`src/sv/lbdh_pkg.sv`:
```
`timescale 1ns / 1ps
// ----------------------------------------------------------------------------
// lbdh_pkg: shared types and constants of the duration histogram
// Command codes, the queued command format, the result bundle, the sequencer
// states and the build-time log2 used to derive the bin scale constants.
// ----------------------------------------------------------------------------
package lbdh_pkg;

	localparam logic [1:0] CMD_RECORD = 2'd0;
	localparam logic [1:0] CMD_READ = 2'd1;
	localparam logic [1:0] CMD_CLEAR = 2'd2;

	localparam int FRAC_BITS = 44;
	localparam logic [31:0] BIN_SAT = 32'hFFFF_FFFF;
	localparam logic [39:0] CNT_MAX = 40'hFF_FFFF_FFFF;
	localparam logic signed [63:0] SUM_MAX = 64'sh7FFF_FFFF_FFFF_FFFF;
	localparam logic signed [63:0] SUM_MIN = 64'sh8000_0000_0000_0000;

	typedef enum logic [1:0] {
		OP_RECORD,
		OP_READ,
		OP_CLEAR
	} op_t;

	typedef struct packed {
		op_t op;
		logic signed [47:0] sample;
		logic [9:0] index;
	} item_t;

	typedef struct packed {
		logic [9:0] bin_number;
		logic [31:0] bin_total;
		logic [39:0] samples_seen;
		logic signed [47:0] smallest;
		logic signed [47:0] largest;
		logic signed [63:0] running_sum;
		logic signed [47:0] running_mean;
		logic [63:0] sample_variance;
	} result_t;

	typedef enum logic [4:0] {
		ST_INIT,
		ST_IDLE,
		ST_CLEAR,
		ST_RD_ISSUE,
		ST_RD_DATA,
		ST_NORM,
		ST_SQ_GO,
		ST_SQ_WAIT,
		ST_SCALE_GO,
		ST_SCALE_WAIT,
		ST_RCP_GO,
		ST_RCP_WAIT,
		ST_FIX_GO,
		ST_FIX_WAIT,
		ST_BIN_READ,
		ST_BIN_LOAD,
		ST_MDIV_GO,
		ST_MDIV_WAIT,
		ST_DEV,
		ST_DMUL_GO,
		ST_DMUL_WAIT,
		ST_VAR_GO,
		ST_VDIV_WAIT,
		ST_OUT
	} state_t;

	// Log2 of an integer in Q.44, evaluated only at elaboration for constants.
	function automatic logic [63:0] log2_q44(input logic [63:0] x);
		logic [63:0] m;
		logic [63:0] r;
		logic [127:0] p;
		int k;
		int j;
		int i;
		k = 0;
		for (j = 0; j <= 62; j++) begin
			if (x[j]) begin
				k = j;
			end
		end
		m = x << (62 - k);
		r = 64'(k) << FRAC_BITS;
		for (i = 1; i <= FRAC_BITS; i++) begin
			p = {64'd0, m} * {64'd0, m};
			m = p[125:62];
			if (m[63]) begin
				m = m >> 1;
				r = r | (64'd1 << (FRAC_BITS - i));
			end
		end
		if (x == 64'd0) begin
			r = 64'd0;
		end
		return r;
	endfunction

endpackage

```
`src/sv/lbdh_front.sv`:
```
`timescale 1ns / 1ps
// ----------------------------------------------------------------------------
// lbdh_front: command intake and two-entry queue
// Accepts command transactions, sorts them into record, read and clear, and
// holds them until the sequencer takes them.
// ----------------------------------------------------------------------------
module lbdh_front (
	input  logic                 clk,
	input  logic                 arst_n,
	input  logic                 cmd_valid,
	output logic                 cmd_ready,
	input  logic [1:0]           cmd,
	input  logic signed [47:0]   sample_time,
	input  logic [9:0]           read_index,
	input  logic                 hold,
	input  logic                 pop,
	output lbdh_pkg::item_t      head,
	output logic                 head_valid
);

	lbdh_pkg::item_t ent_q [2];
	lbdh_pkg::item_t incoming;
	logic wr_q;
	logic rd_q;
	logic [1:0] cnt_q;
	logic push;

	always_comb begin
		incoming.sample = sample_time;
		incoming.index = read_index;
		unique case (cmd)
			lbdh_pkg::CMD_RECORD: incoming.op = lbdh_pkg::OP_RECORD;
			lbdh_pkg::CMD_CLEAR: incoming.op = lbdh_pkg::OP_CLEAR;
			default: incoming.op = lbdh_pkg::OP_READ;
		endcase
	end

	assign cmd_ready = (cnt_q != 2'd2) && !hold;
	assign push = cmd_valid && cmd_ready;
	assign head = ent_q[rd_q];
	assign head_valid = (cnt_q != 2'd0);

	always_ff @(posedge clk or negedge arst_n) begin
		if (!arst_n) begin
			wr_q <= 1'b0;
			rd_q <= 1'b0;
			cnt_q <= 2'd0;
		end else begin
			if (push) begin
				wr_q <= !wr_q;
			end
			if (pop) begin
				rd_q <= !rd_q;
			end
			if (push && !pop) begin
				cnt_q <= cnt_q + 2'd1;
			end else if (pop && !push) begin
				cnt_q <= cnt_q - 2'd1;
			end
		end
	end

	always_ff @(posedge clk) begin
		if (push) begin
			ent_q[wr_q] <= incoming;
		end
	end

endmodule

```
`config.mk`:
```
export PLATFORM = sky130hd
export DESIGN_NAME = lbdh_front
export DESIGN_NICKNAME = d
export VERILOG_FILES = /design/src/sv/lbdh_pkg.sv /design/src/sv/lbdh_front.sv
export SDC_FILE = /design/constraint.sdc
export NUM_CORES = 1
export LEC_CHECK = 0
export ABC_CLOCK_PERIOD_IN_PS = 9950
export BUFFER_PORTS_ARGS = -buffer_cell sky130_fd_sc_hd__buf_4
export CORE_MARGIN = 10
export CORE_UTILIZATION = 35
export DETAILED_ROUTE_END_ITERATION = 16
export MAX_ROUTING_LAYER = met4
export PLACE_DENSITY = 0.62
export SYNTH_ARGS = -nofsm -noshare
export SYNTH_HDL_FRONTEND = slang
export SYNTH_SLANG_ARGS = --single-unit
```
`constraint.sdc`:
```
create_clock -name clk -period 9.95 [get_ports clk]
set_input_delay 0.4975 -clock clk [delete_from_list [all_inputs] [get_ports clk]]
set_output_delay 0.4975 -clock clk [all_outputs]
set_load 0.01 [all_outputs]
```
==> impl_metrics.csv <==
group,metric,value,unit
place,dp_slack,7650,ps
floorplan,fp.dieW,137,um
power,power_switching,448,uW
power,cellLeakagePower,0.00255,uW
detailed_routing,wl_per_cell,16.7,um
floorplan,ios,127,
critical_path,critPathMaxFanout,61,
finish,seqCellArea,3710,um^2
finish,multiInputGateArea,1020,um^2
global_routing,grt_pass1_wl,13.9,mm
detailed_routing,wl,8.92,mm
global_routing,track_usage,10.1,%
clock_network,clk_latency,400,ps
sta,worst_hold_slack,279,ps
critical_path,crit_chain,"mux2_2, buf_4",
detailed_routing,dr_wl_met3,773,um
clock_network,clkTransAtPathRegs,50,ps
sta,rsz0062_at_grt,"no",
clock_network,clkSinkCount,124,
place,hpwl,5.88,mm
clock_network,cts_buffers,17,
clock_network,cts_max_level,4,
power,ir_worst_vdd,129,uV
logic_synthesis,synthDistinctLibCells,17,
sta,slew_viol_final,0,
power,sw_frac_of_total,26.2,%
global_routing,grt_pass1_vias,2700,
logic_synthesis,avgSynthCellArea,23.2,um^2
min_path,hp-class,"primary input to flip-flop",
global_routing,grt_max_degree,62,
place,placed_area,5910,um^2
logic_synthesis,syn-cell-area,4800,um^2
detailed_routing,drt_iter0_drc,101,
detailed_routing,highest_layer,"met4",
power,seqPwrFrac,43.4,%
power,intPower,1260,uW
logic_synthesis,synth_cells,207,
detailed_routing,wl_met2,4.46,mm
finish,final_cell_mix,"buf_4, edfxtp_1, mux2_4",
finish,area_growth,33.6,%
critical_path,slowest_stage,"dfrtp_4",
floorplan,initial_core_util,36.0,%
critical_path,slowest_delay,1210,ps
detailed_routing,route.detailed.drc,0,
floorplan,fp.coreArea,13300,um^2
power,p_clk_share,29.5,%
floorplan,rows,42,
finish,fin_area,6410,um^2
detailed_routing,drtPass1Iterations,4,
detailed_routing,ant_nets,0,
critical_path,critPathTopFamily,"flip-flops",
sta,fin_skew,6.99,ps
clock_network,clockBufferDepth,2,
critical_path,critical_path_class,"flip-flop to output pin",
global_routing,gr-total-overflow,0,
sta,worst_pin_slew,1170,ps
power,p_comb_share,27.1,%
floorplan,die_area,18800,um^2
clock_network,cts-hold-fix-buffers,1,
finish,nets,412,
clock_network,cts_tree,"done",
critical_path,crit_path_end_kind,"output pin",
finish,final_common_cell,"buf_4",
detailed_routing,vias_per_cell,4.39,
clock_network,root_buffer,"clkbuf_16",
outcome,status,"complete, no violations",
sta,final_hold_viol_count,0,
sta,finalSetupTns,0,ps
critical_path,path_buf_inv,1,
critical_path,arrival,2180,ps
sta,fin_crit_sh,26.9,%
global_routing,antenna_found_initial,1,
critical_path,required,9450,ps
clock_network,cts_setup_buffers,0,
finish,layout-drive-gt1-share,60.6,%
sta,setup_viol,0,
logic_synthesis,yosysSeqAreaShare,77.2,%
flow_run,cap_violations,0,
clock_network,cts_resized,0,
floorplan,die_y,137,um
place,place_congestion,0.652,
place,port_buffers,126,
detailed_routing,vias,2348,
power,power_density,267,nW/um^2
logic_synthesis,syn_nets,273,
sta,layout_setup_ws,7270,ps
logic_synthesis,synth-seq-cells,124,
sta,max_freq,0.374,GHz
finish,fillers,1197,
detailed_routing,wirelength_met1,3.59,mm
sta,min_period,2680,ps
sta,relSlewSlack,22.3,%
critical_path,start_kind,"flip-flop",
logic_synthesis,synth_warnings,0,
path summary, 6_finish.rpt:
kind | slack, ps | cells after the start | from | to
worst min register to register | 480 | 1 | cnt_q[1] | cnt_q[1]
worst max register to register | 7850 | 4 | cnt_q[1] | ent_q[0][57]
worst min-delay path | 280 | 2 | pop | rd_q
max in group asynchronous | 9390 | 2 | arst_n | rd_q
min in group asynchronous | 450 | 2 | arst_n | cnt_q[1]
worst max-delay path | 7270 | 2 | rd_q | head[49]
layer usage:
metal  global-route usage (%)  vias to the layer above
met5                        -                        -
met4                     4.74                        0
met3                     4.58                        9
li1                         -                     1092
met1                     10.6                     1163
met2                     15.9                       84
flip-flops by register name, summed over array words and instances (netlist names):
signal / count
cnt_q: 2
ent_q: 120
wr_q: 1
rd_q: 1
power groups by stage:
stage	sequential (uW)	combinational, uW	clock (uW)
after floorplan	682	350	0
after global placement	753	474	0
after detailed placement	757	475	0
after CTS	747	477	521
after global routing	756	499	543
final	742	463	505
layout make-up:
type / instances / area share (%)
Inverter: 1 / 0.0585
Antenna cell: 1 / 0.0390
Clock buffer: 20 / 6.81
Multi-Input combinational cell: 74 / 16.0
Sequential cell: 124 / 57.8
Timing Repair Buffer: 128 / 15.0
Tap cell: 176 / 3.43
Clock inverter: 11 / 0.859
metrics by stage:
stage,std cells,util (%),total power [uW]
floorplan,207,-,1030
global route,535,48.0,1800
detailed placement,502,44.3,1230
finish,535,48.0,1710
global placement,502,44.3,1230
CTS,534,48.0,1740
cell usage after synthesis:
| cell | count | area, um^2 |
|---|---|---|
| and2_1 | 1 | 6.26 |
| buf_4 | 1 | 7.51 |
| buf_6 | 6 | 67.6 |
| clkbuf_1 | 1 | 3.75 |
| dfrtp_1 | 4 | 100 |
| edfxtp_1 | 120 | 3600 |
| ha_1 | 1 | 12.5 |
| inv_1 | 1 | 3.75 |
| mux2_2 | 1 | 11.3 |
| mux2_4 | 59 | 886 |
| nor2_1 | 2 | 7.51 |
| nor2b_1 | 2 | 12.5 |
| nor2b_2 | 1 | 8.76 |
| nor3b_4 | 1 | 18.8 |
| or2_2 | 1 | 6.26 |
| xnor2_1 | 1 | 8.76 |
| xor2_1 | 4 | 35.0 |
cell families after synthesis:
logic type               count (synthesis)  synth area share (%)
buffers and inverters                    9                  1.72
XOR/XNOR                                 5                 0.912
adder cells (fa/ha/maj)                  1                 0.261
AND/OR/NAND/NOR                          8                  1.25
multiplexers                            60                  18.7
flip-flops                             124                  77.2
No activity file was read; power rests on OpenSTA's default activity.
